--- src/design/bbe_pkg.sv ---
// shared constants, types and the reciprocal table of the box blur unit
package bbe_pkg;

  // frame limits and the widths that follow from them
  localparam int MAX_WIDTH  = 1024;
  localparam int MAX_HEIGHT = 4096;
  localparam int COL_W      = $clog2(MAX_WIDTH);
  localparam int ROW_W      = $clog2(MAX_HEIGHT);

  // configuration register widths and codes
  localparam int WID_W      = 11;
  localparam int HGT_W      = 13;
  localparam int CFG_IDX_W  = 2;
  localparam int CFG_DATA_W = 13;
  localparam logic [CFG_IDX_W-1:0] REG_WIDTH  = 2'd0;
  localparam logic [CFG_IDX_W-1:0] REG_HEIGHT = 2'd1;
  localparam logic [WID_W-1:0] WIDTH_RESET  = 11'd640;
  localparam logic [HGT_W-1:0] HEIGHT_RESET = 13'd480;

  // request kinds on the input tuser bit
  localparam logic REQ_PIXEL = 1'b0;
  localparam logic REQ_FLUSH = 1'b1;

  // pixel and line store layout
  localparam int CH_W   = 8;
  localparam int PIX_W  = 3 * CH_W;
  localparam int LANES  = 3;
  localparam int LANE_IDX_W = 2;
  localparam int STORE_W = LANES * PIX_W;

  // averaging arithmetic
  localparam int SUM_W   = 12;
  localparam int CSUM_W  = 10;
  localparam int CNT_W   = 4;
  localparam int NUM_W   = 13;
  localparam int RECIP_W = 24;
  localparam int RECIP_SH = 24;
  localparam int PROD_W  = NUM_W + RECIP_W;

  // result queue
  localparam int FIFO_DEPTH = 8;
  localparam int FIFO_AW    = $clog2(FIFO_DEPTH);
  localparam int OUT_W      = PIX_W + 1;

  // one column of the window, rows above, at and below the output row
  typedef struct packed {
    logic [PIX_W-1:0] up;
    logic [PIX_W-1:0] mid;
    logic [PIX_W-1:0] dn;
  } pix_col_t;

  // window sums handed from the window stage to the divide stage
  typedef struct packed {
    logic                       v;
    logic                       fe;
    logic [CNT_W-1:0]           cnt;
    logic [2:0][SUM_W-1:0]      sum;
  } sum_t;

  // ceil(2^24 / (2 * count)) for counts 1 to 9
  function automatic logic [RECIP_W-1:0] recip(input logic [CNT_W-1:0] cnt);
    logic [RECIP_W-1:0] r;
    case (cnt)
      4'd1:    r = 24'd8388608;
      4'd2:    r = 24'd4194304;
      4'd3:    r = 24'd2796203;
      4'd4:    r = 24'd2097152;
      4'd5:    r = 24'd1677722;
      4'd6:    r = 24'd1398102;
      4'd7:    r = 24'd1198373;
      4'd8:    r = 24'd1048576;
      4'd9:    r = 24'd932068;
      default: r = '0;
    endcase
    return r;
  endfunction

endpackage

--- src/design/bbe_avg.sv ---
// rounded mean by reciprocal multiply and the result queue
module bbe_avg (
  input  logic                        clk,
  input  logic                        rst,
  input  bbe_pkg::sum_t               s2,
  input  logic [1:0]                  infl,
  output logic                        room,
  output logic                        m_tvalid,
  input  logic                        m_tready,
  output logic [bbe_pkg::PIX_W-1:0]   m_tdata,
  output logic                        m_tlast
);

  logic                                   v3, fe3;
  logic [2:0][bbe_pkg::PROD_W-1:0]        prod;
  logic [bbe_pkg::NUM_W-1:0]              num [3];
  logic [bbe_pkg::RECIP_W-1:0]            rc;
  logic [bbe_pkg::OUT_W-1:0]              fifo [bbe_pkg::FIFO_DEPTH];
  logic [bbe_pkg::FIFO_AW-1:0]            wptr, rptr;
  logic [bbe_pkg::FIFO_AW:0]              count;
  logic [bbe_pkg::OUT_W-1:0]              push_word, head;
  logic                                   pop;

  // (2*sum + count) times ceil(2^24 / (2*count))
  assign rc = bbe_pkg::recip(s2.cnt);
  always_comb begin
    for (int k = 0; k < 3; k++) begin
      num[k] = bbe_pkg::NUM_W'({s2.sum[k], 1'b0}) + bbe_pkg::NUM_W'(s2.cnt);
    end
  end

  always_ff @(posedge clk) begin
    if (rst) begin
      v3 <= 1'b0;
    end else begin
      v3 <= s2.v;
    end
    fe3 <= s2.fe;
    for (int k = 0; k < 3; k++) begin
      prod[k] <= bbe_pkg::PROD_W'(num[k]) * bbe_pkg::PROD_W'(rc);
    end
  end

  // quotients packed red in the low byte, frame end on top
  assign push_word = {fe3,
                      prod[2][bbe_pkg::RECIP_SH +: bbe_pkg::CH_W],
                      prod[1][bbe_pkg::RECIP_SH +: bbe_pkg::CH_W],
                      prod[0][bbe_pkg::RECIP_SH +: bbe_pkg::CH_W]};

  // result queue, room counts everything already in flight
  assign pop  = m_tvalid && m_tready;
  assign room = (count + (bbe_pkg::FIFO_AW+1)'(infl) + (bbe_pkg::FIFO_AW+1)'(v3)) <
                (bbe_pkg::FIFO_AW+1)'(bbe_pkg::FIFO_DEPTH);

  always_ff @(posedge clk) begin
    if (v3) begin
      fifo[wptr] <= push_word;
    end
  end

  always_ff @(posedge clk) begin
    if (rst) begin
      wptr  <= '0;
      rptr  <= '0;
      count <= '0;
    end else begin
      if (v3) begin
        wptr <= wptr + bbe_pkg::FIFO_AW'(1);
      end
      if (pop) begin
        rptr <= rptr + bbe_pkg::FIFO_AW'(1);
      end
      count <= count + (bbe_pkg::FIFO_AW+1)'(v3) - (bbe_pkg::FIFO_AW+1)'(pop);
    end
  end

  assign head     = fifo[rptr];
  assign m_tvalid = (count != '0);
  assign m_tdata  = head[bbe_pkg::PIX_W-1:0];
  assign m_tlast  = head[bbe_pkg::PIX_W];

endmodule

--- config.mk ---
export PLATFORM = sky130hd
export DESIGN_NAME = bbe_avg
export DESIGN_NICKNAME = d
export VERILOG_FILES = /design/src/design/bbe_pkg.sv /design/src/design/bbe_avg.sv
export SDC_FILE = /design/constraint.sdc
export NUM_CORES = 1
export LEC_CHECK = 0
export ABC_AREA = 0
export BUFFER_PORTS_ARGS = -buffer_cell sky130_fd_sc_hd__buf_2
export CORE_MARGIN = 10
export CORE_UTILIZATION = 45
export DETAILED_ROUTE_END_ITERATION = 8
export GPL_TIMING_DRIVEN = 1
export SYNTH_ARGS = -nofsm -noshare
export SYNTH_HDL_FRONTEND = slang
export SYNTH_SLANG_ARGS = --single-unit
--- constraint.sdc ---
create_clock -name clk -period 8.9 [get_ports clk]
set_clock_uncertainty 0.1 [all_clocks]
set_input_delay 1.335 -clock clk [delete_from_list [all_inputs] [get_ports clk]]
set_output_delay 1.335 -clock clk [all_outputs]
set_load 0.005 [all_outputs]
# Word-level counts from Yosys, hierarchy flattened
# Memories as Yosys holds them, arrays and structs flattened. A register that Yosys moved wholly into a read port is not among the register bits.
# Index checks and enable logic that the tools add are counted.
# W data, S select, Z words.
[op_classes] mux=4 magnitude_cmp=1 mul=3 n_addsub=9 reduce_logical=2
[ops] op="$mul A13 B24 Y32" n=3
[ops] op="$add A13 B4 Y13" n=3
[ops] op="$add A4 B1 Y4" n=2
[ops] op="$add A3 B1 Y3 const B" n=2
[ops] op="$mux W3" n=2
[ops] op="$add A4 B2 Y4" n=1
[ops] op="$lt A4 B4 Y1 const B" n=1
[ops] op="$reduce_bool A4 Y1" n=1
[ops] op="$sub A4 B1 Y4" n=1
[ops] op="$mux W1" n=2
[ops] op="$logic_and A1 B1 Y1" n=1
[word_totals] memories=2 mem_bits_ro=384 ramBits=200 reg_bits=108 in_bits=47 elab_cells=29
[mem_list] name="(name not given)" depth=16 width=24 rd=1 rd_clocked_by_memory_dff=0 write_ports=0 line_no="bbe_pkg.sv:63" text="case (cnt)"
[mem_list] name="fifo" depth=8 width=25 rd=1 rd_clocked_by_memory_dff=1 write_ports=1 line_no="bbe_avg.sv:18" text="logic [bbe_pkg::OUT_W-1:0] fifo [bbe_pkg::FIFO_DEPTH];"

# Depth between registers and ports, before layout
[logic_depth] word_depth=4 mapped_depth=26

# Least setup slack after synthesis
# OpenSTA, ideal clock, no wires.
[synth_timing] path_kind="in2reg" startpoint="input s2[0] (netlist name)" endpoint="register prod[26] (netlist name)" slack_ps=1122 required_ps=8728 arrival_ps=7606 path_stages=23 path_cell_list="ha_1 > fa_1 > a21oi_1 > or3b_2 > xnor2_1 > clkbuf_1 > nand2_1 > fa_1 > inv_1 > fa_1 > fa_1 > fa_1 > inv_1 > fa_1 > inv_1 > ha_1 > a211oi_1 > o21ai_1 > a221oi_1 > or4b_1 > a41o_1 > a21oi_1 > xnor2_1"
[synth_between] elab_chain_cells=2
[synth_lines] item="from (decl)" line_no="bbe_avg.sv:5" text="input bbe_pkg::sum_t s2,"
[synth_lines] item="$add A13 B4 Y13" line_no="bbe_avg.sv:28" text="num[k] = bbe_pkg::NUM_W'({s2.sum[k], 1'b0}) + bbe_pkg::NUM_W'(s2.cnt);"
[synth_lines] item="$mul A13 B24 Y32" line_no="bbe_avg.sv:40" text="prod[k] <= bbe_pkg::PROD_W'(num[k]) * bbe_pkg::PROD_W'(rc);"
[synth_lines] item="to (signal, indexed assignment)" line_no="bbe_avg.sv:40"
[synth_lines] item="to (decl)" line_no="bbe_avg.sv:15" text="logic [2:0][bbe_pkg::PROD_W-1:0] prod;"
# Every way passes these cells.
# A chain may end at the register's enable or synchronous reset.

# Worst setup path after layout
[layout_timing] startpoint="input s2[39] (netlist name)" endpoint="register prod[26] (netlist name)"
[layout_between] elab_chain_cells=2 elab_cells_between_ends=3 cone_classes="1 x add/sub; 1 x mul; 1 x memory"
[layout_lines] item="$add A13 B4 Y13 or $mem_v2 Z16 W24 (tied branches)"
[layout_lines] item="$mul A13 B24 Y32 *" line_no="bbe_avg.sv:40"
# Every way passes the cells marked *; elsewhere a longest branch is shown, timed or not.

==> impl_metrics.sql <==
INSERT INTO impl_metrics (metric_group, metric, value, unit) VALUES
('sta', 'timing.setup.tns', '0', 'ns'),
('clock_tree', 'ctsRootBufferMaster', 'clkbuf_16', ''),
('worst_hold_path', 'worst_hold_startpoint', 'rptr[1]$_SDFFE_PP0P_', ''),
('setup_path', 'worstReg2RegStart', 'v3$_SDFF_PP0_', ''),
('drt', 'routedLengthMet1', '37.5', 'mm'),
('sta', 'hold_viol', '0', ''),
('pwr', 'p_seq_share', '26.9', '%'),
('grt', 'number_of_global_route_vias_before_repair', '24486', ''),
('yosys', 'synth-seq-cells', '239', ''),
('setup_path', 'startpoint_type', 'input port', ''),
('drt', 'routed_wl', '96.8', 'mm'),
('pwr', 'cellInternalPower', '0.00342', 'W'),
('setup_path', 'largest_stage_delay_on_the_critical_path', '0.88', 'ns'),
('drt', 'route.top_layer_used', 'met4', ''),
('grt', 'grt_use_total', '23.0', '%'),
('clock_tree', 'cts_repair_resize_count', '0', ''),
('pwr', 'power-per-cell-area', '163', 'mW/mm^2'),
('sta', 'grt_setup_unrepaired', 'no', ''),
('floorplan', 'core_area', '0.0728', 'sq mm'),
('sta', 'fin_ws', '0.941', 'ns'),
('pwr', 'power_leakage', '17.6', 'nW'),
('setup_path', 'critPathSlowestCell', 'xnor2_1', ''),
('sta', 'hold_slack', '0.415', 'ns'),
('floorplan', 'standard_cell_rows', '99', ''),
('yosys', 'ys_async_sr_fraction', '0', '%'),
('yosys', 'synthesis.area_per_instance', '10.2', 'sq um'),
('yosys', 'synth_cell_type_count', '66', ''),
('sta', 'layout_worst_path_cycle_share', '89.4', '%'),
('clock_tree', 'clock_insertion_delay_worst_skew', '0.54', 'ns'),
('clock_tree', 'h-tree-depth', '1', ''),
('floorplan', 'die_height', '291', 'um'),
('setup_path', 'family_with_the_most_delay_on_the_worst_path', 'adder cells', ''),
('status', 'status', 'finished, final reports clean', ''),
('sta', 'slew_violations', '0', ''),
('setup_path', 'critical_path.most_common_cell', 'fa_1', ''),
('drt', 'drcViolationCount', '0', ''),
('cells_and_area', 'insertedDiodeCount', '0', ''),
('placement', 'dp_hpwl', '78.7', 'mm'),
('clock_tree', 'post-cts-setup-buffers', '0', ''),
('setup_path', 'worst-path-buf-inv', '4', ''),
('cells_and_area', 'layout.filler_cells', '6788', ''),
('sta', 'period_needed', '7.96', 'ns'),
('floorplan', 'initial_core_util', '45.4', '%'),
('clock_tree', 'clock_sink_count', '239', ''),
('drt', 'met2_wirelength', '45.4', 'mm'),
('clock_tree', 'cts.path.max_buffers', '3', ''),
('placement', 'pre_cts_ws', '0.445', 'ns'),
('sta', 'setup_viol', '0', ''),
('setup_path', 'cp_cell_sequence', 'buf_2 -> ha_1 -> nand3_1 -> and2_1 -> xnor2_1 -> nand2_1 -> fa_1 -> fa_1 -> inv_1 -> fa_1 -> fa_1 -> inv_1 -> fa_1 -> inv_1 -> ha_1 -> a211oi_1 -> o21ai_1 -> a221oi_1 -> or4b_1 -> a41o_1 -> a21oi_1 -> xnor2_1', ''),
('floorplan', 'full_die_area', '0.0847', 'sq mm'),
('yosys', 'count_of_mapped_cells_out_of_synthesis', '3232', ''),
('clock_tree', 'inserted_clock_buffers', '26', ''),
('setup_path', 'critPathRequiredTime', '9.27', 'ns'),
('pwr', 'comb_power_share', '55.4', '%'),
('yosys', 'synth_common_cells', '813 x inv_1, 660 x fa_1, 452 x nand2_1', ''),
('placement', 'port_buffers', '73', ''),
('sta', 'slew_headroom', '17.4', '%'),
('placement', 'final_estimated_routing_congestion_in_global_placement', '0.953', ''),
('drt', 'drt-wirelength-per-cell', '22.3', 'um'),
('pwr', 'switching_share', '42.0', '%'),
('setup_path', 'worst_r2r_path_depth', '3', ''),
('drt', 'detail-route-antenna-nets', '0', ''),
('pwr', 'power.share.clock', '17.6', '%'),
('setup_path', 'worst-setup-path-type', 'in2reg', ''),
('yosys', 'yosys_most_used_dff', 'edfxtp_1', ''),
('yosys', 'synth.yosys.warnings', '0', ''),
('clock_tree', 'cts_tree', 'built', ''),
('clock_tree', 'post_cts_hold_buffer_count', '0', ''),
('yosys', 'synth_top_area_share', '40.0', '%'),
('yosys', 'seq_area_frac_synth', '20.5', '%'),
('grt', 'grt_pass1_wl', '147', 'mm');
-- worst max path at each step --
stage               startpoint                 to  slack (ns)  cells past startpoint
floorplan                s2[0]   prod[26]$_DFF_P_        1.12                     23
global placement        s2[39]   prod[26]$_DFF_P_        0.54                     22
detailed placement      s2[37]  prod[104]$_DFF_P_        0.45                     24
CTS                     s2[37]  prod[104]$_DFF_P_        0.98                     24
global route            s2[37]  prod[104]$_DFF_P_        0.58                     24
finish                  s2[39]   prod[26]$_DFF_P_        0.94                     22
-- flip-flops by register name, indices dropped and copies added, names as in the netlist, named ones only --
signal and count:
v3 1, fifo 200, prod 24, wptr 3
count 4, fe3 1, rptr 3
-- cells in the final DEF (no fill, tap or decap), types with 4 or more instances in the layout --
| cell type | n |
|---|---|
| buf_2 | 73 |
| and4_1 | 8 |
| xnor2_1 | 59 |
| o21a_1 | 4 |
| a2111oi_0 | 4 |
| nor2_1 | 259 |
| nand3_1 | 13 |
| edfxtp_1 | 200 |
| a211oi_1 | 11 |
| nand2_1 | 452 |
| o211ai_1 | 6 |
| nor3_1 | 12 |
| xor2_1 | 43 |
| a21oi_1 | 51 |
| nor2_2 | 7 |
| mux4_2 | 50 |
| ha_1 | 198 |
| and3_1 | 6 |
| a21o_1 | 22 |
| o21ai_0 | 31 |
| or2_2 | 7 |
| clkbuf_1 | 5 |
| nand2b_1 | 14 |
| xnor3_1 | 5 |
| dfxtp_1 | 37 |
| buf_4 | 144 |
| clkbuf_16 | 26 |
| nand4_1 | 12 |
| clkinv_1 | 8 |
| fa_1 | 660 |
| and2_1 | 34 |
| clkinv_2 | 4 |
| inv_1 | 813 |
| mux2_2 | 25 |
| nor2b_1 | 9 |
-- cell type report --
cell class	instances	area (sq um)	area share, %
Inverter	814	3060	8.46
Timing Repair Buffer	218	1470	4.06
Tap cell	959	1200	3.32
Sequential cell	239	6790	18.8
Multi-Input combinational cell	2058	22800	63.1
Clock buffer	32	683	1.89
Clock inverter	16	145	0.402
-- kinds of logic (layout without fill, tap and decap cells) --
kind of cell | after synthesis | after routing | synth area share [%]
compound gates | 164 | 164 | 3.21
xor+xnor | 107 | 107 | 3.04
fa+ha+maj | 858 | 858 | 47.5
buf+inv | 935 | 1080 | 10.6
flops | 239 | 239 | 20.5
mux | 76 | 76 | 4.29
simple gates | 853 | 853 | 10.8
-- metrics by stage --
step / cell area (sq um) / instances / power, W / utilization [%]
after floorplan: 33000 / 3232 / 0.00379 / -
after global placement: 35300 / 4288 / 0.00487 / 48.5
after detailed placement: 35300 / 4288 / 0.00490 / 48.5
after CTS: 36100 / 4336 / 0.00597 / 49.6
after global routing: 36100 / 4336 / 0.00646 / 49.6
final: 36100 / 4336 / 0.00590 / 49.6
-- worst register-to-register path: stages (launching register included) --
cell,delay (ns)
dfxtp_1,0.51
nand2_1,0.22
nor2_2,0.66
buf_4,0.40
-- metal layers --
metal	GRT usage (%)	vias to the layer above
met5	0	-
met4	10.1	0
met3	5.42	242
met2	37.9	991
met1	28.6	11506
li1	-	10006
-- power groups by stage --
stage | Clock [W] | Sequential (W) | Combinational [W]
2_1_floorplan | 0 | 0.00153 | 0.00226
3_3_place_gp | 0 | 0.00161 | 0.00326
3_5_place_dp | 0 | 0.00161 | 0.00328
4_1_cts | 0.00107 | 0.00159 | 0.00331
5_1_grt | 0.00111 | 0.00161 | 0.00373
6_report | 0.00104 | 0.00159 | 0.00327
Note: power is estimated with default switching activity, not from simulation.
