--- config.mk ---
export PLATFORM = sky130hd
export DESIGN_NAME = bbe_window
export DESIGN_NICKNAME = d
export VERILOG_FILES = /design/src/design/bbe_pkg.sv /design/src/design/bbe_window.sv
export SDC_FILE = /design/constraint.sdc
export NUM_CORES = 1
export LEC_CHECK = 0
export BUFFER_PORTS_ARGS = -buffer_cell sky130_fd_sc_hd__buf_2
export CORE_UTILIZATION = 40
export DETAILED_ROUTE_END_ITERATION = 12
export HOLD_SLACK_MARGIN = 0.03
export PLACE_DENSITY_LB_ADDON = 0.05
export SLEW_MARGIN = 5
export SYNTH_ARGS = -nofsm -noshare
export SYNTH_HDL_FRONTEND = slang
export SYNTH_SLANG_ARGS = --single-unit
--- constraint.sdc ---
create_clock -name clk -period 17.63 [get_ports clk]
set_input_delay 0.8815 -clock clk [delete_from_list [all_inputs] [get_ports clk]]
set_output_delay 0.8815 -clock clk [all_outputs]
set_load 0.01 [all_outputs]
--- src/design/bbe_pkg.sv ---
// shared constants, types and the reciprocal table of the box blur unit
package bbe_pkg;

  // frame limits and the widths that follow from them
  localparam int MAX_WIDTH  = 1024;
  localparam int MAX_HEIGHT = 4096;
  localparam int COL_W      = $clog2(MAX_WIDTH);
  localparam int ROW_W      = $clog2(MAX_HEIGHT);

  // configuration register widths and codes
  localparam int WID_W      = 11;
  localparam int HGT_W      = 13;
  localparam int CFG_IDX_W  = 2;
  localparam int CFG_DATA_W = 13;
  localparam logic [CFG_IDX_W-1:0] REG_WIDTH  = 2'd0;
  localparam logic [CFG_IDX_W-1:0] REG_HEIGHT = 2'd1;
  localparam logic [WID_W-1:0] WIDTH_RESET  = 11'd640;
  localparam logic [HGT_W-1:0] HEIGHT_RESET = 13'd480;

  // request kinds on the input tuser bit
  localparam logic REQ_PIXEL = 1'b0;
  localparam logic REQ_FLUSH = 1'b1;

  // pixel and line store layout
  localparam int CH_W   = 8;
  localparam int PIX_W  = 3 * CH_W;
  localparam int LANES  = 3;
  localparam int LANE_IDX_W = 2;
  localparam int STORE_W = LANES * PIX_W;

  // averaging arithmetic
  localparam int SUM_W   = 12;
  localparam int CSUM_W  = 10;
  localparam int CNT_W   = 4;
  localparam int NUM_W   = 13;
  localparam int RECIP_W = 24;
  localparam int RECIP_SH = 24;
  localparam int PROD_W  = NUM_W + RECIP_W;

  // result queue
  localparam int FIFO_DEPTH = 8;
  localparam int FIFO_AW    = $clog2(FIFO_DEPTH);
  localparam int OUT_W      = PIX_W + 1;

  // one column of the window, rows above, at and below the output row
  typedef struct packed {
    logic [PIX_W-1:0] up;
    logic [PIX_W-1:0] mid;
    logic [PIX_W-1:0] dn;
  } pix_col_t;

  // window sums handed from the window stage to the divide stage
  typedef struct packed {
    logic                       v;
    logic                       fe;
    logic [CNT_W-1:0]           cnt;
    logic [2:0][SUM_W-1:0]      sum;
  } sum_t;

  // ceil(2^24 / (2 * count)) for counts 1 to 9
  function automatic logic [RECIP_W-1:0] recip(input logic [CNT_W-1:0] cnt);
    logic [RECIP_W-1:0] r;
    case (cnt)
      4'd1:    r = 24'd8388608;
      4'd2:    r = 24'd4194304;
      4'd3:    r = 24'd2796203;
      4'd4:    r = 24'd2097152;
      4'd5:    r = 24'd1677722;
      4'd6:    r = 24'd1398102;
      4'd7:    r = 24'd1198373;
      4'd8:    r = 24'd1048576;
      4'd9:    r = 24'd932068;
      default: r = '0;
    endcase
    return r;
  endfunction

endpackage

--- src/design/bbe_window.sv ---
// output position, column reads from the line store and window sums
module bbe_window (
  input  logic                          clk,
  input  logic                          rst,
  input  logic                          restart,
  input  logic [bbe_pkg::WID_W-1:0]     w_eff,
  input  logic [bbe_pkg::HGT_W-1:0]     h_eff,
  input  logic                          cred_nz,
  input  logic                          room,
  input  logic [bbe_pkg::STORE_W-1:0]   qa,
  input  logic [bbe_pkg::STORE_W-1:0]   qb,
  output logic                          issue,
  output logic [bbe_pkg::COL_W-1:0]     ra_addr,
  output logic [bbe_pkg::COL_W-1:0]     rb_addr,
  output logic [1:0]                    infl,
  output bbe_pkg::sum_t                 s2
);

  typedef struct packed {
    logic                           v;
    logic                           first;
    logic                           has_r;
    logic                           has_u;
    logic                           has_d;
    logic                           fe;
    logic [bbe_pkg::LANE_IDX_W-1:0] lu;
    logic [bbe_pkg::LANE_IDX_W-1:0] lm;
    logic [bbe_pkg::LANE_IDX_W-1:0] ld;
  } s1_t;

  logic [bbe_pkg::ROW_W-1:0]      gr;
  logic [bbe_pkg::COL_W-1:0]      gc;
  logic [bbe_pkg::LANE_IDX_W-1:0] glane;
  logic [bbe_pkg::HGT_W-1:0]      r1;
  logic [bbe_pkg::WID_W-1:0]      c1;
  logic                           last_col, last_row;
  s1_t                            s1;
  bbe_pkg::pix_col_t              col_l, col_m, col_r, mid_reg, right_reg;
  bbe_pkg::sum_t                  s2_next;
  logic [1:0]                     nrows, ncols;

  function automatic logic [bbe_pkg::PIX_W-1:0] pick(
      input logic [bbe_pkg::STORE_W-1:0] q, input logic [bbe_pkg::LANE_IDX_W-1:0] l);
    logic [bbe_pkg::PIX_W-1:0] p;
    case (l)
      2'd0:    p = q[0*bbe_pkg::PIX_W +: bbe_pkg::PIX_W];
      2'd1:    p = q[1*bbe_pkg::PIX_W +: bbe_pkg::PIX_W];
      2'd2:    p = q[2*bbe_pkg::PIX_W +: bbe_pkg::PIX_W];
      default: p = '0;
    endcase
    return p;
  endfunction

  function automatic logic [bbe_pkg::CSUM_W-1:0] colsum(
      input bbe_pkg::pix_col_t c, input int ch, input logic u, input logic d);
    logic [bbe_pkg::CSUM_W-1:0] acc;
    acc = bbe_pkg::CSUM_W'(c.mid[ch*bbe_pkg::CH_W +: bbe_pkg::CH_W]);
    if (u) begin
      acc = acc + bbe_pkg::CSUM_W'(c.up[ch*bbe_pkg::CH_W +: bbe_pkg::CH_W]);
    end
    if (d) begin
      acc = acc + bbe_pkg::CSUM_W'(c.dn[ch*bbe_pkg::CH_W +: bbe_pkg::CH_W]);
    end
    return acc;
  endfunction

  // start one output per cycle while results are owed and the queue has room
  assign issue    = cred_nz && room;
  assign r1       = bbe_pkg::HGT_W'(gr) + bbe_pkg::HGT_W'(1);
  assign c1       = bbe_pkg::WID_W'(gc) + bbe_pkg::WID_W'(1);
  assign last_col = (c1 >= w_eff);
  assign last_row = (r1 >= h_eff);
  assign ra_addr  = c1[bbe_pkg::COL_W-1:0];
  assign rb_addr  = gc;
  assign infl     = 2'({1'b0, s1.v} + {1'b0, s2.v});

  // output position, read stage and window shape of the issued output
  always_ff @(posedge clk) begin
    if (rst || restart) begin
      gr    <= '0;
      gc    <= '0;
      glane <= '0;
      s1.v  <= 1'b0;
    end else begin
      s1.v <= issue;
      if (issue) begin
        if (last_col) begin
          gc <= '0;
          if (last_row) begin
            gr    <= '0;
            glane <= '0;
          end else begin
            gr    <= r1[bbe_pkg::ROW_W-1:0];
            glane <= (glane == 2'd2) ? 2'd0 : glane + 2'd1;
          end
        end else begin
          gc <= c1[bbe_pkg::COL_W-1:0];
        end
      end
    end
    if (issue) begin
      s1.first <= (gc == '0);
      s1.has_r <= !last_col;
      s1.has_u <= (gr != '0);
      s1.has_d <= !last_row;
      s1.fe    <= last_col && last_row;
      s1.lu    <= (glane == 2'd0) ? 2'd2 : glane - 2'd1;
      s1.lm    <= glane;
      s1.ld    <= (glane == 2'd2) ? 2'd0 : glane + 2'd1;
    end
  end

  // columns of the window: new right column, mid and left from earlier reads
  always_comb begin
    col_r.up  = pick(qa, s1.lu);
    col_r.mid = pick(qa, s1.lm);
    col_r.dn  = pick(qa, s1.ld);
    if (s1.first) begin
      col_m.up  = pick(qb, s1.lu);
      col_m.mid = pick(qb, s1.lm);
      col_m.dn  = pick(qb, s1.ld);
    end else begin
      col_m = right_reg;
    end
    col_l = mid_reg;
  end

  always_ff @(posedge clk) begin
    if (s1.v) begin
      mid_reg   <= col_m;
      right_reg <= col_r;
    end
  end

  // masked sums and neighbour count
  always_comb begin
    nrows = 2'(2'd1 + {1'b0, s1.has_u} + {1'b0, s1.has_d});
    ncols = 2'(2'd1 + {1'b0, !s1.first} + {1'b0, s1.has_r});
    s2_next.v   = s1.v;
    s2_next.fe  = s1.fe;
    s2_next.cnt = bbe_pkg::CNT_W'(nrows) * bbe_pkg::CNT_W'(ncols);
    for (int ch = 0; ch < 3; ch++) begin
      s2_next.sum[ch] = bbe_pkg::SUM_W'(colsum(col_m, ch, s1.has_u, s1.has_d));
      if (!s1.first) begin
        s2_next.sum[ch] = s2_next.sum[ch] +
                          bbe_pkg::SUM_W'(colsum(col_l, ch, s1.has_u, s1.has_d));
      end
      if (s1.has_r) begin
        s2_next.sum[ch] = s2_next.sum[ch] +
                          bbe_pkg::SUM_W'(colsum(col_r, ch, s1.has_u, s1.has_d));
      end
    end
  end

  always_ff @(posedge clk) begin
    if (rst || restart) begin
      s2.v <= 1'b0;
    end else begin
      s2.v <= s2_next.v;
    end
    s2.fe  <= s2_next.fe;
    s2.cnt <= s2_next.cnt;
    s2.sum <= s2_next.sum;
  end

endmodule

Word level (Yosys, flattened, before mapping)
Index checks and enable logic that the tools add are counted.
{"block": "totals", "rom_bits": 0, "latch_bits": 0, "out_inout_bits": 65, "elab_cells": 127, "in_bits": 173, "n_memories": 0, "ramBits": 0, "ff_bits": 222}
{"block": "classes", "n_bitwise": 0, "n_mul": 1, "addsub": 33, "reduce_logical": 13, "shifts": 0, "eq_ne": 7, "mux": 47, "magnitude_cmp": 2, "div": 0}
{"cell": "$pmux 24 s3", "n": 6}
{"cell": "$mux 10", "n": 22}
{"cell": "$add 10x8->10", "n": 9}
{"cell": "$add 8x8->9", "n": 9}
{"cell": "$mux 9", "n": 9}
{"cell": "$mux 72", "n": 1}
{"cell": "$mux 12", "n": 4}
{"cell": "$add 12x10->12", "n": 3}
{"cell": "$add 10x10->11", "n": 3}
{"cell": "$mux 11", "n": 3}
{"cell": "$add 12x1->13 const B", "n": 1}
{"cell": "$ge 13x13->1", "n": 1}
{"cell": "$reduce_bool 12->1", "n": 1}
{"cell": "$add 10x1->11 const B", "n": 1}
{"cell": "$ge 11x11->1", "n": 1}
{"cell": "$logic_not 10->1", "n": 1}
{"cell": "$eq 2x2->1 const B", "n": 4}
{"cell": "$logic_not 2->1", "n": 4}
{"cell": "$eq 2x1->1 const B", "n": 3}
{"cell": "$add 1x1->2 const A", "n": 2}
{"cell": "$add 2x1->2", "n": 2}
{"cell": "$mul 2x2->4", "n": 1}
{"cell": "$mux 2", "n": 2}
{"cell": "$logic_not 1->1", "n": 3}
{"cell": "other kinds (6)", "n": 7}

Logic depth before layout (Yosys ltp)
{"block": "depth", "word_depth": 11, "ltp_mapped": 40, "ltp_nobuf": 34}

Worst setup path before layout
Ideal clock, no wire load.
{"block": "synth_timing", "path_kind": "register to register", "from": "register s1[10] (netlist bit)", "to": "register s2[22] (netlist bit)", "setup_slack_ns": 10.320, "required_ns": 17.503, "arrival_ns": 7.183, "period_less_slack_ns": 7.310, "stages_incl_launch_ff": 36, "path_cell_list": "edfxtp_1 -> buf_2 -> buf_2 -> buf_2 -> buf_2 -> buf_2 -> buf_2 -> buf_2 -> buf_2 -> buf_1 -> nor2_1 -> a21oi_1 -> ha_1 -> inv_1 -> fa_1 -> maj3_1 -> a211oi_1 -> a211oi_1 -> o31ai_1 -> ha_1 -> inv_1 -> o21bai_1 -> a21oi_1 -> xnor2_1 -> mux2i_1 -> inv_1 -> ha_1 -> o41ai_1 -> o21ai_0 -> xor2_1 -> mux2_2 -> ha_1 -> and3_1 -> a21oi_1 -> o21ai_0 -> xor2_1"}
{"element": "start, declared", "line": "bbe_window.sv:37", "text": "s1_t s1;"}
{"element": "end, declared", "line": "bbe_window.sv:16", "text": "output bbe_pkg::sum_t s2"}

==> reports/results.tsv <==
stage	metric	value	unit
synth	ys_seq_area_share	27.8	%
synth	synth_cell_type_count	80	
critical_path	arrival	8240	ps
sta	hold_violations	0	
clocking	cts_setup_buffers	0	
final_layout	utilization	45.8	%
sta	fmax	128	MHz
synth	synth_area_per_cell	8.71	sq um
clocking	cts_max_level	1	
drt	vias	18800	
die	floorplan.initialDensity	40.7	%
critical_path	critical_path_class	register to register	
sta	rsz0062_at_grt	false	
drt	wl_per_cell	20.8	um
critical_path	cp_max_fo	27	
drt	routed_via_density	5.58	
clocking	cts_sinks	222	
clocking	cts_made_buffers	28	
drt	finalWirelength	70.2	mm
sta	timing.clock.skew	25.7	ps
final_layout	regArea	6000	sq um
die	die_w	234	um
final_layout	final_layout_size_suffix_gt1_share	15.8	%
sta	slew_violations	0	
power	leakage	11.1	nW
clocking	clkTransAtPathRegs	60	ps
final_layout	multi_input_area	14500	sq um
place	portBuffers	237	
global_route	busiest_layer	met1	
sta	whs	404	ps
outcome	violations	DRC	
synth	yosysMostFrequentCell	a21oi_1	
drt	firstDrtPassIters	10	
sta	fin_tns_setup	0	ps
global_route	grt_pass1_vias	17600	
critical_path	worst_path_most_repeated_cell	ha_1	
run	cap_violations	0	
global_route	use_met2	36.4	%
synth	synthArstFlopShare	0	%
synth	yosysTopAreaCellShare	21.6	%
sta	tightest_slew	1170	ps
synth	synthFlopType	edfxtp_1	
synth	yosys.area.top_type	edfxtp_1	
clocking	clockBufferDepth	3	
critical_path	cp_slowest_cell	nor2b_4	
global_route	overflow	0	
outcome	status	complete, but fails checks	
global_route	grt_usage	25.1	%
sta	period_share	44.2	%
critical_path	endpoint_kind	register	
sta	relSlewSlack	21.8	%
final_layout	filler_cell_count	5201	
synth	synth_area	21500	sq um
drt	ant_nets	0	
synth	ys_top_cells_by_count	a21oi_1, nor2_1, ha_1	
synth	synth_cells	2474	
synth	synth_edf_count	155	
critical_path	start_kind	register	
synth	ys_warn_count	0	
die	num_rows	84	
sta	setup_viol	0	
drt	drcViolationCount	4	
drt	initialDrtViolationCount	1349	
die	num_io_pins	238	
die	core_area	52900	sq um
synth	synthTopCellsByArea	edfxtp_1, ha_1, mux2i_1	
global_route	met3_usage	3.90	%
synth	ys_ff_latch	222	
clocking	ctsHoldBuffers	0	
clocking	cts.repair.resized	0	
power	ir_worst_vdd	66.9	uV
critical_path	critical-path-max-stage-delay	690	ps
sta	period_needed	7800	ps
min_path	hold_class	register to register	
final_layout	area_growth	12.3	%
synth	syn_nets	2908	
critical_path	crit_required	18070	ps
clocking	clkLatencyLatePin	580	ps
global_route	met1_usage	38.9	%
global_route	antenna_found_initial	7	
die	die_h	234	um
final_layout	nNetsFinal	3089	
global_route	grt_start_max_net_pins	183	
clocking	cts_tree	done	
power	power_density	77.6	nW/um^2
clocking	cts_root_buffer	clkbuf_16	
place	dp_hpwl	54.7	mm
global_route	grt_pass1_wl	105	mm
die	die_area	54800	sq um
place	gp_congestion	0.896	
report_power, final:
group | switching, mW | leakage, nW | internal [mW]
Clock | 0.233 | 0.416 | 0.307
Sequential | 0.0206 | 1.97 | 0.601
Combinational | 0.406 | 8.70 | 0.310
area by class of cell:
class / instances / share of cell area (%)
Tap cell: 688 / 3.56
Antenna cell: 1 / 0.0103
Multi-Input combinational cell: 1973 / 59.7
Clock inverter: 15 / 0.300
Sequential cell: 222 / 24.8
Clock buffer: 37 / 3.21
Inverter: 163 / 2.53
Timing Repair Buffer: 267 / 5.88
final timing paths:
| path | startpoint | to | slack (ps) | depth (start not counted) |
|---|---|---|---|---|
| worst max-delay path | s1[3] | s2[34] | 9830 | 30 |
| worst min-delay path | s1[6] | s2[40] | 400 | 0 |
| worst max register to register | s1[3] | s2[34] | 9830 | 30 |
| worst min register to register | s1[6] | s2[40] | 400 | 0 |
critical path: cells and delay by family, from the launching register on:
kind,cells,cell delay (ps)
multiplexers,1,280
AND/OR/NAND/NOR,4,1010
AO/OA/AOI/OAI,13,2870
adder cells (fa/ha/maj),5,1550
XOR/XNOR,4,630
buffers and inverters,3,980
flip-flops,1,350
per-layer routing:
layer | vias to the layer above | wire length, um
li1 | 9188 | -
met4 | 6 | 921
met1 | 8924 | 35600
met5 | - | 35
met3 | 62 | 5030
met2 | 610 | 28600
through the flow:
step | instance area, sq um | setup slack, ps | total power [mW] | instances
2_1_floorplan | 21500 | 10320 | 1.13 | 2474
3_3_place_gp | 23300 | 10160 | 1.33 | 3313
3_5_place_dp | 23300 | 9890 | 1.34 | 3313
4_1_cts | 24200 | 9870 | 1.89 | 3365
5_1_grt | 24200 | 9310 | 1.99 | 3366
6_report | 24200 | 9830 | 1.88 | 3366
cell usage in the layout, fill, tap and decap left out, types with 8 or more instances in the layout:
| master | Yosys | final |
|---|---|---|
| a21oi_1 | 311 | 311 |
| nor2_1 | 281 | 281 |
| ha_1 | 237 | 237 |
| buf_2 | 18 | 237 |
| mux2i_1 | 166 | 166 |
| nand2_1 | 161 | 161 |
| inv_1 | 159 | 157 |
| edfxtp_1 | 155 | 155 |
| o21ai_0 | 145 | 145 |
| xnor2_1 | 137 | 137 |
| mux2_2 | 87 | 87 |
| dfxtp_1 | 67 | 66 |
| a21o_1 | 58 | 58 |
| xor2_1 | 44 | 44 |
| o21bai_1 | 38 | 38 |
| nor2b_1 | 35 | 34 |
| clkbuf_16 | 0 | 29 |
| buf_4 | 2 | 29 |
| fa_1 | 24 | 24 |
| nand3_1 | 22 | 22 |
| o21a_1 | 21 | 21 |
| nor3_1 | 18 | 18 |
| nand2b_1 | 16 | 16 |
| a22oi_1 | 13 | 13 |
| o31ai_1 | 10 | 10 |
| o211ai_1 | 9 | 9 |
| clkinv_1 | 2 | 8 |
kinds of logic (layout without fill, tap and decap cells):
group	Yosys count	after routing	share of synthesized area [%]
AO/OA/AOI/OAI	691	691	19.3
XOR/XNOR	181	181	7.36
adder cells (fa/ha/maj)	267	267	16.3
buffers and inverters	279	482	5.14
flip-flops	222	222	27.8
multiplexers	257	257	12.5
other	0	1	0
AND/OR/NAND/NOR	577	577	11.6
(Power assumes the default switching activity.)
