==> config.mk <==
export PLATFORM = sky130hd
export DESIGN_NAME = bbe_track
export DESIGN_NICKNAME = d
export VERILOG_FILES = /design/src/design/bbe_pkg.sv /design/src/design/bbe_track.sv
export SDC_FILE = /design/constraint.sdc
export NUM_CORES = 1
export LEC_CHECK = 0
export ABC_AREA = 1
export BUFFER_PORTS_ARGS = -buffer_cell sky130_fd_sc_hd__buf_2
export CELL_PAD_IN_SITES_DETAIL_PLACEMENT = 1
export CELL_PAD_IN_SITES_GLOBAL_PLACEMENT = 2
export CORE_UTILIZATION = 31
export DETAILED_ROUTE_END_ITERATION = 6
export GPL_ROUTABILITY_DRIVEN = 0
export PLACE_DENSITY = 0.93
export RECOVER_POWER = 25
export SYNTH_ARGS = -nofsm -noshare
export SYNTH_HDL_FRONTEND = slang
export SYNTH_SLANG_ARGS = --single-unit
export TNS_END_PERCENT = 50
==> constraint.sdc <==
create_clock -name clk -period 12.7 [get_ports clk]
set_input_delay 1.27 -clock clk [delete_from_list [all_inputs] [get_ports clk]]
set_output_delay 1.27 -clock clk [all_outputs]
set_load 0.03 [all_outputs]
==> src/design/bbe_pkg.sv <==
// shared constants, types and the reciprocal table of the box blur unit
package bbe_pkg;

  // frame limits and the widths that follow from them
  localparam int MAX_WIDTH  = 1024;
  localparam int MAX_HEIGHT = 4096;
  localparam int COL_W      = $clog2(MAX_WIDTH);
  localparam int ROW_W      = $clog2(MAX_HEIGHT);

  // configuration register widths and codes
  localparam int WID_W      = 11;
  localparam int HGT_W      = 13;
  localparam int CFG_IDX_W  = 2;
  localparam int CFG_DATA_W = 13;
  localparam logic [CFG_IDX_W-1:0] REG_WIDTH  = 2'd0;
  localparam logic [CFG_IDX_W-1:0] REG_HEIGHT = 2'd1;
  localparam logic [WID_W-1:0] WIDTH_RESET  = 11'd640;
  localparam logic [HGT_W-1:0] HEIGHT_RESET = 13'd480;

  // request kinds on the input tuser bit
  localparam logic REQ_PIXEL = 1'b0;
  localparam logic REQ_FLUSH = 1'b1;

  // pixel and line store layout
  localparam int CH_W   = 8;
  localparam int PIX_W  = 3 * CH_W;
  localparam int LANES  = 3;
  localparam int LANE_IDX_W = 2;
  localparam int STORE_W = LANES * PIX_W;

  // averaging arithmetic
  localparam int SUM_W   = 12;
  localparam int CSUM_W  = 10;
  localparam int CNT_W   = 4;
  localparam int NUM_W   = 13;
  localparam int RECIP_W = 24;
  localparam int RECIP_SH = 24;
  localparam int PROD_W  = NUM_W + RECIP_W;

  // result queue
  localparam int FIFO_DEPTH = 8;
  localparam int FIFO_AW    = $clog2(FIFO_DEPTH);
  localparam int OUT_W      = PIX_W + 1;

  // one column of the window, rows above, at and below the output row
  typedef struct packed {
    logic [PIX_W-1:0] up;
    logic [PIX_W-1:0] mid;
    logic [PIX_W-1:0] dn;
  } pix_col_t;

  // window sums handed from the window stage to the divide stage
  typedef struct packed {
    logic                       v;
    logic                       fe;
    logic [CNT_W-1:0]           cnt;
    logic [2:0][SUM_W-1:0]      sum;
  } sum_t;

  // ceil(2^24 / (2 * count)) for counts 1 to 9
  function automatic logic [RECIP_W-1:0] recip(input logic [CNT_W-1:0] cnt);
    logic [RECIP_W-1:0] r;
    case (cnt)
      4'd1:    r = 24'd8388608;
      4'd2:    r = 24'd4194304;
      4'd3:    r = 24'd2796203;
      4'd4:    r = 24'd2097152;
      4'd5:    r = 24'd1677722;
      4'd6:    r = 24'd1398102;
      4'd7:    r = 24'd1198373;
      4'd8:    r = 24'd1048576;
      4'd9:    r = 24'd932068;
      default: r = '0;
    endcase
    return r;
  endfunction

endpackage

==> src/design/bbe_track.sv <==
// input and emit position tracking, line store writes and result credits
module bbe_track (
  input  logic                              clk,
  input  logic                              rst,
  input  logic                              cfg_valid,
  input  logic [bbe_pkg::CFG_IDX_W-1:0]     cfg_index,
  input  logic [bbe_pkg::CFG_DATA_W-1:0]    cfg_data,
  input  logic                              s_fire,
  input  logic                              req_type,
  input  logic [bbe_pkg::PIX_W-1:0]         pix,
  input  logic                              issue,
  output logic                              s_tready,
  output logic                              cred_nz,
  output logic                              restart,
  output logic [bbe_pkg::WID_W-1:0]         w_eff,
  output logic [bbe_pkg::HGT_W-1:0]         h_eff,
  output logic [bbe_pkg::LANES-1:0]         wr_lane,
  output logic [bbe_pkg::COL_W-1:0]         wr_addr,
  output logic [bbe_pkg::STORE_W-1:0]       wr_data
);

  typedef struct packed {
    logic [bbe_pkg::ROW_W-1:0] ir;
    logic [bbe_pkg::COL_W-1:0] ic;
    logic [bbe_pkg::ROW_W-1:0] orow;
    logic [bbe_pkg::COL_W-1:0] ocol;
    logic                      done;
  } trk_t;

  logic [bbe_pkg::WID_W-1:0]      frame_width;
  logic [bbe_pkg::HGT_W-1:0]      frame_height;
  trk_t                           st, st0, st1, st2;
  logic [1:0]                     cred, cred_next;
  logic [bbe_pkg::LANE_IDX_W-1:0] lane, lane_next;
  logic                           pix_ok, flush, e0, e1;

  // next output window fully received
  function automatic logic ready(input trk_t s, input logic [bbe_pkg::WID_W-1:0] w,
                                 input logic [bbe_pkg::HGT_W-1:0] h);
    logic [bbe_pkg::HGT_W-1:0] r1, nr;
    logic [bbe_pkg::WID_W-1:0] c1, nc;
    r1 = bbe_pkg::HGT_W'(s.orow) + bbe_pkg::HGT_W'(1);
    c1 = bbe_pkg::WID_W'(s.ocol) + bbe_pkg::WID_W'(1);
    nr = (r1 < h) ? r1 : h - bbe_pkg::HGT_W'(1);
    nc = (c1 < w) ? c1 : w - bbe_pkg::WID_W'(1);
    return s.done || (nr < bbe_pkg::HGT_W'(s.ir)) ||
           ((nr == bbe_pkg::HGT_W'(s.ir)) && (nc < bbe_pkg::WID_W'(s.ic)));
  endfunction

  // step the emit position, the frame's last output restarts everything
  function automatic trk_t advance(input trk_t s, input logic [bbe_pkg::WID_W-1:0] w,
                                   input logic [bbe_pkg::HGT_W-1:0] h);
    trk_t                      t;
    logic [bbe_pkg::HGT_W-1:0] r1;
    logic [bbe_pkg::WID_W-1:0] c1;
    t  = s;
    r1 = bbe_pkg::HGT_W'(s.orow) + bbe_pkg::HGT_W'(1);
    c1 = bbe_pkg::WID_W'(s.ocol) + bbe_pkg::WID_W'(1);
    if (c1 >= w) begin
      t.ocol = '0;
      if (r1 >= h) begin
        t = '0;
      end else begin
        t.orow = r1[bbe_pkg::ROW_W-1:0];
      end
    end else begin
      t.ocol = c1[bbe_pkg::COL_W-1:0];
    end
    return t;
  endfunction

  // step the input position
  function automatic trk_t take(input trk_t s, input logic [bbe_pkg::WID_W-1:0] w,
                                input logic [bbe_pkg::HGT_W-1:0] h);
    trk_t                      t;
    logic [bbe_pkg::HGT_W-1:0] r1;
    logic [bbe_pkg::WID_W-1:0] c1;
    t  = s;
    r1 = bbe_pkg::HGT_W'(s.ir) + bbe_pkg::HGT_W'(1);
    c1 = bbe_pkg::WID_W'(s.ic) + bbe_pkg::WID_W'(1);
    if (c1 >= w) begin
      t.ic = '0;
      if (r1 >= h) begin
        t.ir   = '0;
        t.done = 1'b1;
      end else begin
        t.ir = r1[bbe_pkg::ROW_W-1:0];
      end
    end else begin
      t.ic = c1[bbe_pkg::COL_W-1:0];
    end
    return t;
  endfunction

  // clamp the frame size to the supported range
  always_comb begin
    if (frame_width == '0) begin
      w_eff = bbe_pkg::WID_W'(1);
    end else if (frame_width > bbe_pkg::WID_W'(bbe_pkg::MAX_WIDTH)) begin
      w_eff = bbe_pkg::WID_W'(bbe_pkg::MAX_WIDTH);
    end else begin
      w_eff = frame_width;
    end
    if (frame_height == '0) begin
      h_eff = bbe_pkg::HGT_W'(1);
    end else if (frame_height > bbe_pkg::HGT_W'(bbe_pkg::MAX_HEIGHT)) begin
      h_eff = bbe_pkg::HGT_W'(bbe_pkg::MAX_HEIGHT);
    end else begin
      h_eff = frame_height;
    end
  end

  // results caused by this word: up to two emits after the pixel lands
  always_comb begin
    pix_ok = s_fire && (req_type == bbe_pkg::REQ_PIXEL) && !st.done;
    flush  = s_fire && (req_type == bbe_pkg::REQ_FLUSH);
    st0    = pix_ok ? take(st, w_eff, h_eff) : st;
    e0     = ready(st0, w_eff, h_eff) &&
             (pix_ok || (flush && (st.done || (st.ir != '0) || (st.ic != '0))));
    st1    = e0 ? advance(st0, w_eff, h_eff) : st0;
    e1     = pix_ok && e0 && ready(st1, w_eff, h_eff);
    st2    = e1 ? advance(st1, w_eff, h_eff) : st1;
  end

  // row lane of the line store follows the input row modulo three
  always_comb begin
    lane_next = lane;
    if (pix_ok && (st0.ir != st.ir)) begin
      if (st0.ir == '0) begin
        lane_next = '0;
      end else begin
        lane_next = (lane == 2'd2) ? 2'd0 : lane + 2'd1;
      end
    end
  end

  // pending results not yet started by the window stage
  assign cred_next = 2'(cred - {1'b0, issue} + {1'b0, e0} + {1'b0, e1});
  assign cred_nz   = (cred != 2'd0);
  assign s_tready  = (cred == 2'd0) || ((cred == 2'd1) && issue);
  assign restart   = cfg_valid && ((cfg_index == bbe_pkg::REG_WIDTH) ||
                                   (cfg_index == bbe_pkg::REG_HEIGHT));

  // line store write of the accepted pixel
  assign wr_addr = st.ic;
  assign wr_data = {bbe_pkg::LANES{pix}};
  always_comb begin
    wr_lane = '0;
    if (pix_ok) begin
      case (lane)
        2'd0:    wr_lane = 3'b001;
        2'd1:    wr_lane = 3'b010;
        2'd2:    wr_lane = 3'b100;
        default: wr_lane = '0;
      endcase
    end
  end

  // registers
  always_ff @(posedge clk) begin
    if (rst) begin
      frame_width  <= bbe_pkg::WIDTH_RESET;
      frame_height <= bbe_pkg::HEIGHT_RESET;
      st           <= '0;
      cred         <= '0;
      lane         <= '0;
    end else if (restart) begin
      if (cfg_index == bbe_pkg::REG_WIDTH) begin
        frame_width <= cfg_data[bbe_pkg::WID_W-1:0];
      end else begin
        frame_height <= cfg_data[bbe_pkg::HGT_W-1:0];
      end
      st   <= '0;
      lane <= '0;
    end else begin
      st   <= st2;
      cred <= cred_next;
      lane <= lane_next;
    end
  end

endmodule

Yosys cells after proc, flatten, opt, wreduce, memory -nomap -nowiden
Cells that the tools add are included.
{ "totals": {"word_cells": 112, "ff_bits": 73} }
{ "op_classes": {"bitwise": 2, "eq_ne": 7, "addsub": 12, "n_lt_le_gt_ge": 16, "muxes": 32, "n_reduce_logical": 34} }
{ "ops": {"columns": ["op", "count"], "rows": [
  ["$mux W45", 3],
  ["$mux W34", 2],
  ["$mux W13", 4],
  ["$mux W12", 4],
  ["$mux W11", 4],
  ["$mux W22", 2],
  ["$add A12 B1 Y13 const B", 3],
  ["$ge A13 B13 Y1", 3],
  ["$add A10 B1 Y11 const B", 3],
  ["$ge A11 B11 Y1", 3],
  ["$mux W10", 3],
  ["$eq A13 B12 Y1", 2],
  ["$lt A13 B12 Y1", 2],
  ["$lt A13 B13 Y1", 2],
  ["$lt A11 B10 Y1", 2],
  ["$lt A11 B11 Y1", 2],
  ["$gt A13 B13 Y1 const B", 1],
  ["$logic_not A13 Y1", 1],
  ["$sub A13 B1 Y13 const B", 1],
  ["$logic_and A1 B1 Y1", 12],
  ["$logic_not A12 Y1", 1],
  ["$ne A12 B12 Y1", 1],
  ["$reduce_bool A12 Y1", 1],
  ["$gt A11 B11 Y1 const B", 1],
  ["19 further kinds", 40]
]} }

Depth between registers and ports, before layout
{ "depth": {"ltp_word": 23, "ltp_mapped": 79, "mapped_depth_nobuf": 75} }

Least setup slack after synthesis
Ideal clock, no wire load.
{ "synth_timing": {"kind": "reg-to-reg", "start": "reg frame_width[5] (netlist bit)", "end": "reg cred[1]", "setup_time_ns": 0.119, "arrival_ns": 9.296, "required_time_ns": 12.581, "path_buffers": 3, "path_stages_with_launch": 72, "setup_slack_ns": 3.284, "cell_sequence": "dfxtp_1 -> nor2_1 -> nand3_1 -> nor2_1 -> nand2_1 -> nand2_2 -> inv_2 -> nor2_1 -> inv_1 -> ha_1 -> nand2_1 -> nor2_1 -> nand3_1 -> nand3_2 -> nand3_1 -> nor2_1 -> inv_1 -> nor2_1 -> (+36 left out) -> a21oi_1 -> nor2_1 -> nor2_1 -> o311ai_0 -> nand3_1 -> nand2_1 -> a21o_1 -> nand2_1 -> nand3_2 -> nand2_4 -> nand2_4 -> buf_4 -> fa_1 -> inv_1 -> a21oi_1 -> or2_2 -> nand2_1 -> a21oi_1"} }
{ "synth_via": {"elab_chain_len": 19, "word_cells_on_any_way": 42, "cone_classes": "add/sub: 5; order compare: 10; eq/ne: 2; mux: 15; reduce/logical: 10"} }
{ "synth_rtl": {"columns": ["item", "line", "rtl"], "rows": [
  ["start: declaration", "bbe_track.sv:30", "logic [bbe_pkg::WID_W-1:0] frame_width;"],
  ["start signal: assignment", "bbe_track.sv:162", "frame_width <= bbe_pkg::WIDTH_RESET;"],
  ["start signal: assignment", "bbe_track.sv:169", "frame_width <= cfg_data[bbe_pkg::WID_W-1:0];"],
  ["$gt A11 B11 Y1", "bbe_track.sv:99", "end else if (frame_width > bbe_pkg::WID_W'(bbe_pkg::MAX_WIDTH)) begin"],
  ["$mux W11", "bbe_track.sv:99", null],
  ["$mux W11 (*)", "bbe_track.sv:97", "if (frame_width == '0) begin"],
  ["net w_eff (one bit)", "bbe_track.sv:15", "output logic [bbe_pkg::WID_W-1:0] w_eff,"],
  ["$ge A11 B11 Y1", "bbe_track.sv:81", "if (c1 >= w) begin"],
  ["$mux W12 or $mux W10 (tied branches)", "bbe_track.sv:81", null],
  ["$mux W45", "bbe_track.sv:117", "st0 = pix_ok ? take(st, w_eff, h_eff) : st;"],
  ["$lt A13 B12 Y1, or another cell as far along", "bbe_track.sv:46", "return s.done || (nr < bbe_pkg::HGT_W'(s.ir)) ||"],
  ["(+4 left out)", null, null],
  ["$add A12 B1 Y13 or $add A10 B1 Y11 (tied branches)", "bbe_track.sv:42, bbe_track.sv:43", null],
  ["$lt A13 B13 Y1 or $lt A11 B11 Y1 (tied branches)", "bbe_track.sv:44, bbe_track.sv:45", null],
  ["$mux W13 or $mux W11 (tied branches)", "bbe_track.sv:44, bbe_track.sv:45", null],
  ["$lt A13 B12 Y1, or another cell as far along", "bbe_track.sv:46", null],
  ["$logic_or A1 B1 Y1 or $logic_and A1 B1 Y1 (tied branches)", "bbe_track.sv:46, bbe_track.sv:47", null],
  ["$logic_or A1 B1 Y1", "bbe_track.sv:46", null],
  ["$logic_and A1 B1 Y1", "bbe_track.sv:121", "e1 = pix_ok && e0 && ready(st1, w_eff, h_eff);"],
  ["$add A2 B1 Y2 (*)", "bbe_track.sv:138", "assign cred_next = 2'(cred - {1'b0, issue} + {1'b0, e0} + {1'b0, e1});"],
  ["end signal: assignment", "bbe_track.sv:177", "cred <= cred_next;"],
  ["end: declaration", "bbe_track.sv:33", "logic [1:0] cred, cred_next;"]
]} }
Mark *: on every way through the listed nets, which the timed path passes. The rest lies on a longest branch.
A chain may end at the register's enable or synchronous reset.

Final worst setup path
{ "layout_timing": {"start": "reg st (netlist bit wr_addr[0])", "end": "reg cred[1]"} }
{ "layout_via": {"elab_chain_len": 17, "word_cells_on_any_way": 38, "cone_classes": "add/sub: 5; order compare: 7; eq/ne: 2; mux: 11; reduce/logical: 13"} }
{ "layout_rtl": {"columns": ["item", "line", "rtl"], "rows": [
  ["start: declaration", "bbe_track.sv:32", "trk_t st, st0, st1, st2;"],
  ["start signal: assignment", "bbe_track.sv:176", "st <= st2;"],
  ["$add A10 B1 Y11", "bbe_track.sv:80", "c1 = bbe_pkg::WID_W'(s.ic) + bbe_pkg::WID_W'(1);"],
  ["$ge A11 B11 Y1", "bbe_track.sv:81", null],
  ["$mux W12 or $mux W10 (tied branches)", "bbe_track.sv:81", null],
  ["$mux W45", "bbe_track.sv:117", null],
  ["$lt A13 B12 Y1, or another cell as far along", "bbe_track.sv:46", null],
  ["$logic_or A1 B1 Y1 or $logic_and A1 B1 Y1 (tied branches)", "bbe_track.sv:46, bbe_track.sv:47", null],
  ["$logic_or A1 B1 Y1", "bbe_track.sv:46", null],
  ["$logic_and A1 B1 Y1", "bbe_track.sv:118", "e0 = ready(st0, w_eff, h_eff) &&"],
  ["$mux W45", "bbe_track.sv:120", "st1 = e0 ? advance(st0, w_eff, h_eff) : st0;"],
  ["$add A12 B1 Y13 or $add A10 B1 Y11 (tied branches)", "bbe_track.sv:42, bbe_track.sv:43", null],
  ["$lt A13 B13 Y1 or $lt A11 B11 Y1 (tied branches)", "bbe_track.sv:44, bbe_track.sv:45", null],
  ["$mux W13 or $mux W11 (tied branches)", "bbe_track.sv:44, bbe_track.sv:45", null],
  ["$lt A13 B12 Y1, or another cell as far along", "bbe_track.sv:46", null],
  ["$logic_or A1 B1 Y1 or $logic_and A1 B1 Y1 (tied branches)", "bbe_track.sv:46, bbe_track.sv:47", null],
  ["$logic_or A1 B1 Y1", "bbe_track.sv:46", null],
  ["$logic_and A1 B1 Y1", "bbe_track.sv:121", null],
  ["$add A2 B1 Y2 (*)", "bbe_track.sv:138", null]
]} }
Every way passes the cells marked *; elsewhere a longest branch is shown, timed or not.

==> metrics.md <==
| Metric | Value |
|---|---|
| Status | finished, violations left |
| Violated checks | design-rule violations |
| Placeable Area | 0.0307 mm² |
| Total of warnings raised by yosys | 0 |
| Pin count of the biggest net entering global routing | 38 |
| Number of buffers inserted during clock tree synthesis | 9 |
| R2R Path End | cred[1] |
| Critical path capture point | cred[1] |
| Final Slew Violations | 0 |
| Final Hold Slack | ~0.48 ns |
| Port Buffer Count | 60 |
| Pwr per Cell Area | 128 mW/mm² |
| Highest achievable clock rate | 86.9 MHz |
| TritonCTS Sinks | 73 |
| Setup Viol. Count Final | 0 |
| Number of different library cells in the post-synthesis netlist | 49 |
| Root buf cell | sky130_fd_sc_hd__clkbuf_16 |
| Total grt overflow | 0 |
| Final Critical Period | 11.51 ns |
| Global Route Usage Sum | 0.228 |
| Number of max-capacitance violations reported | 0 |
| Data required time at the worst endpoint | 12.99 ns |
| Critical path start-end classification | flip-flop to flip-flop |
| Top library cells by usage in the layout, fill and taps aside | 419 x sky130_fd_sc_hd__nand2_1, 217 x sky130_fd_sc_hd__inv_1, 146 x sky130_fd_sc_hd__nor2_1 |
| Worst min-delay path class | flip-flop to flip-flop |
| Post-detailed-route DRC marker count | 2 |
| Register-to-register setup slack | 1.19 ns |
| Detailed Place HPWL | between 20,000 and 30,000 µm |
| Main synth FF type | sky130_fd_sc_hd__dfxtp_1 |
| Post-CTS Repair Setup Buffers | 0 |
| Length of routed met2 wiring | 17,500 µm |
| Post-synth net total | 1,769 |
| Instance count of the mapped netlist | 1,602 |
| Synthesized area | between 0.009 and 0.01 mm² |
| Global-route wire length before repair | ~56,000 µm |
| Register clock-pin slew on the reported worst setup and hold paths | around 0.07 ns |
| IO Pins | 157 |
| Core occupancy in the finished layout | 0.328 |
| Post-route ant nets | 0 |
| Initial antenna violation count | 0 |
| Worst min-delay path startpoint | cred[1] |
| DIE HEIGHT | 179 µm |
| Layout cells sized above 1 | 0.0718 |
| Launch point of the critical path | wr_addr[0] |
| Final net count | approximately 1,700 |
| Layout area overhead | 3.27% |
| Crit Path Max Fanout | 31 |
| Clock Skews | ~0.0096 ns |
| Met3 routed WL | 1340 µm |
| Sequential area share after synthesis | 0.150 |
| FF-to-FF Start | wr_addr[0] |
| Share of the clock period used by the worst path | 0.906 |
| Post-layout instance area | 0.0101 mm² |
| Number of DRC violations after detailed-routing iteration 0 | 563 |
| FF-to-FF path depth | 68 |
| Leading cell type in the layout, fill and taps excluded | sky130_fd_sc_hd__nand2_1 |
| EDFF count, synth | 0 |
| Leakage power of the design | 5.12 nW |
| Vias in the first global route | 10,400 |
| Maximum single-stage delay on the critical path | 0.48 ns |
| Placement Cell Area | 0.00975 mm² |
| Launching element type of the critical path | flip-flop |
| Antenna cell count | 0 |
| Syn Area/Cell | 6.09 µm² |
| Die Width | roughly 180 µm |
| Setup repair after global routing missed its margin | false |
| Max Used Layer | met4 |
| Vias per cell | 5.20 |
| Worst Tran Pin Value | between 1 and 1.5 ns |
| Die Outline Area | 0.0322 mm² |
| Count of vias placed by the detailed router | 10,200 |
| Fin. Hold Viols | 0 |
| Worst ir drop on vdd | 0.0888 mV |
| Data arrival, critical path | 11.80 ns |
| Initial Util | 0.317 |
| Floorplan row count | 64 |
| Per-cell routed wire length | 18.3 µm |
| Setup_tns | 0 ns |
| Crit path top cell by count | sky130_fd_sc_hd__nand2_1 |
| Initial DRT Pass Iterations | 7 |
| Flops & latches, synth | 73 |
| Buffer levels on the longest clock path | 2 |
| Max-slew headroom | 0.319 |
| Post-synth ARST share | 0 |
| Slowest-stage cell, CP | sky130_fd_sc_hd__dfxtp_1 |
| Clock tree from TritonCTS | built |
| Routed length on met1 | 15,700 µm |
| Total number of H-tree levels | 3 |
| Total routed wirelength | around 36,000 µm |
| Worst setup EP type | flip-flop |
| Insertion delay of the later-clocked pin in the worst-skew pair | between 0.3 and 0.4 ns |
[per-layer routing]
layer | track usage | vias up
met1 | 0.279 | 4845
met3 | 0.0247 | 69
li1 | - | 5012
met5 | 0 | -
met4 | 0.0882 | 0
met2 | 0.406 | 238
[how the worst min path moves through the flow]
stage                    to  slack [ns]  cells after the start
floorplan           cred[1]        0.42                      1
global placement    cred[1]        0.45                      1
detailed placement  cred[1]        0.46                      1
CTS                 cred[1]        0.48                      1
global route        cred[1]        0.51                      1
finish              cred[1]        0.48                      1
[cell families after synthesis]
logic type	Yosys count	share of synthesized area
flops	73	0.150
compound gates	254	0.142
buf+inv	348	0.172
simple gates	750	0.330
xor+xnor	55	0.0494
fa+ha+maj	122	0.157
[state kept, by name (all words and copies together), names as in the netlist]
name	count
cred	2
frame_height	13
frame_width	11
lane	2
st	35
wr_addr	10
[cell type report]
| type | instances | area (µm²) |
|---|---|---|
| Timing Repair Buffer | 63 | 305 |
| Multi-Input combinational cell | 1181 | 6640 |
| Sequential cell | 73 | 1460 |
| Inverter | 226 | 852 |
| Tap cell | 396 | 495 |
| Fill cell | 4117 | 20700 |
| Clock inverter | 7 | 97.6 |
| Clock buffer | 9 | 225 |
[report_power, final]
group | total (mW) | internal, mW | switching (mW)
clock network | 0.288 | 0.159 | 0.128
registers | 0.257 | 0.242 | 0.0147
logic | 0.749 | 0.232 | 0.517
[synthesized netlist by cell type (7+ instances only)]
| library cell | n | area share |
|---|---|---|
| sky130_fd_sc_hd__nor2_1 | 148 | 0.057 |
| sky130_fd_sc_hd__nand2_2 | 12 | 0.0077 |
| sky130_fd_sc_hd__buf_6 | 7 | 0.0081 |
| sky130_fd_sc_hd__nand2_1 | 419 | 0.16 |
| sky130_fd_sc_hd__nand4_1 | 32 | 0.021 |
| sky130_fd_sc_hd__a21oi_1 | 93 | 0.048 |
| sky130_fd_sc_hd__o21ai_1 | 11 | 0.0056 |
| sky130_fd_sc_hd__nor4_1 | 10 | 0.0064 |
| sky130_fd_sc_hd__clkbuf_1 | 27 | 0.010 |
| sky130_fd_sc_hd__nand3_1 | 78 | 0.040 |
| sky130_fd_sc_hd__nor2_2 | 7 | 0.0045 |
| sky130_fd_sc_hd__inv_1 | 217 | 0.083 |
| sky130_fd_sc_hd__a211oi_1 | 8 | 0.0062 |
| sky130_fd_sc_hd__dfxtp_1 | 73 | 0.15 |
| sky130_fd_sc_hd__xor2_1 | 49 | 0.044 |
| sky130_fd_sc_hd__o21ai_0 | 107 | 0.055 |
| sky130_fd_sc_hd__nor3_1 | 21 | 0.011 |
| sky130_fd_sc_hd__ha_1 | 121 | 0.16 |
| sky130_fd_sc_hd__buf_4 | 84 | 0.065 |
[worst max-delay path, delay by kind of cell (launching register included)]
kind / cells / cell delay (ns)
buffers and inverters: 11 / 1.36
flip-flops: 1 / 0.48
adder cells (fa/ha/maj): 6 / 1.97
AO/OA/AOI/OAI: 8 / 1.46
XOR/XNOR: 2 / 0.52
AND/OR/NAND/NOR: 41 / 5.59
[per-stage QoR]
stage / cells / worst slack [ns] / total power [mW]
3_3_place_gp: 1939 / 1.19 / 0.972
5_1_grt: 1955 / 0.0219 / 1.39
6_report: 1955 / 1.19 / 1.29
2_1_floorplan: 1602 / 3.28 / 0.839
3_5_place_dp: 1939 / 0.717 / 0.997
4_1_cts: 1955 / 0.635 / 1.29
[what timing repair did]
| action | in CTS | in global routing |
|---|---|---|
| setup endpoints to repair | 0 | 22 |
| endpoints found under the hold margin | 0 | 0 |
| gates resized for setup | 0 | 5 |
| hold buffers | 0 | 0 |
No activity file was read; power rests on OpenSTA's default activity.
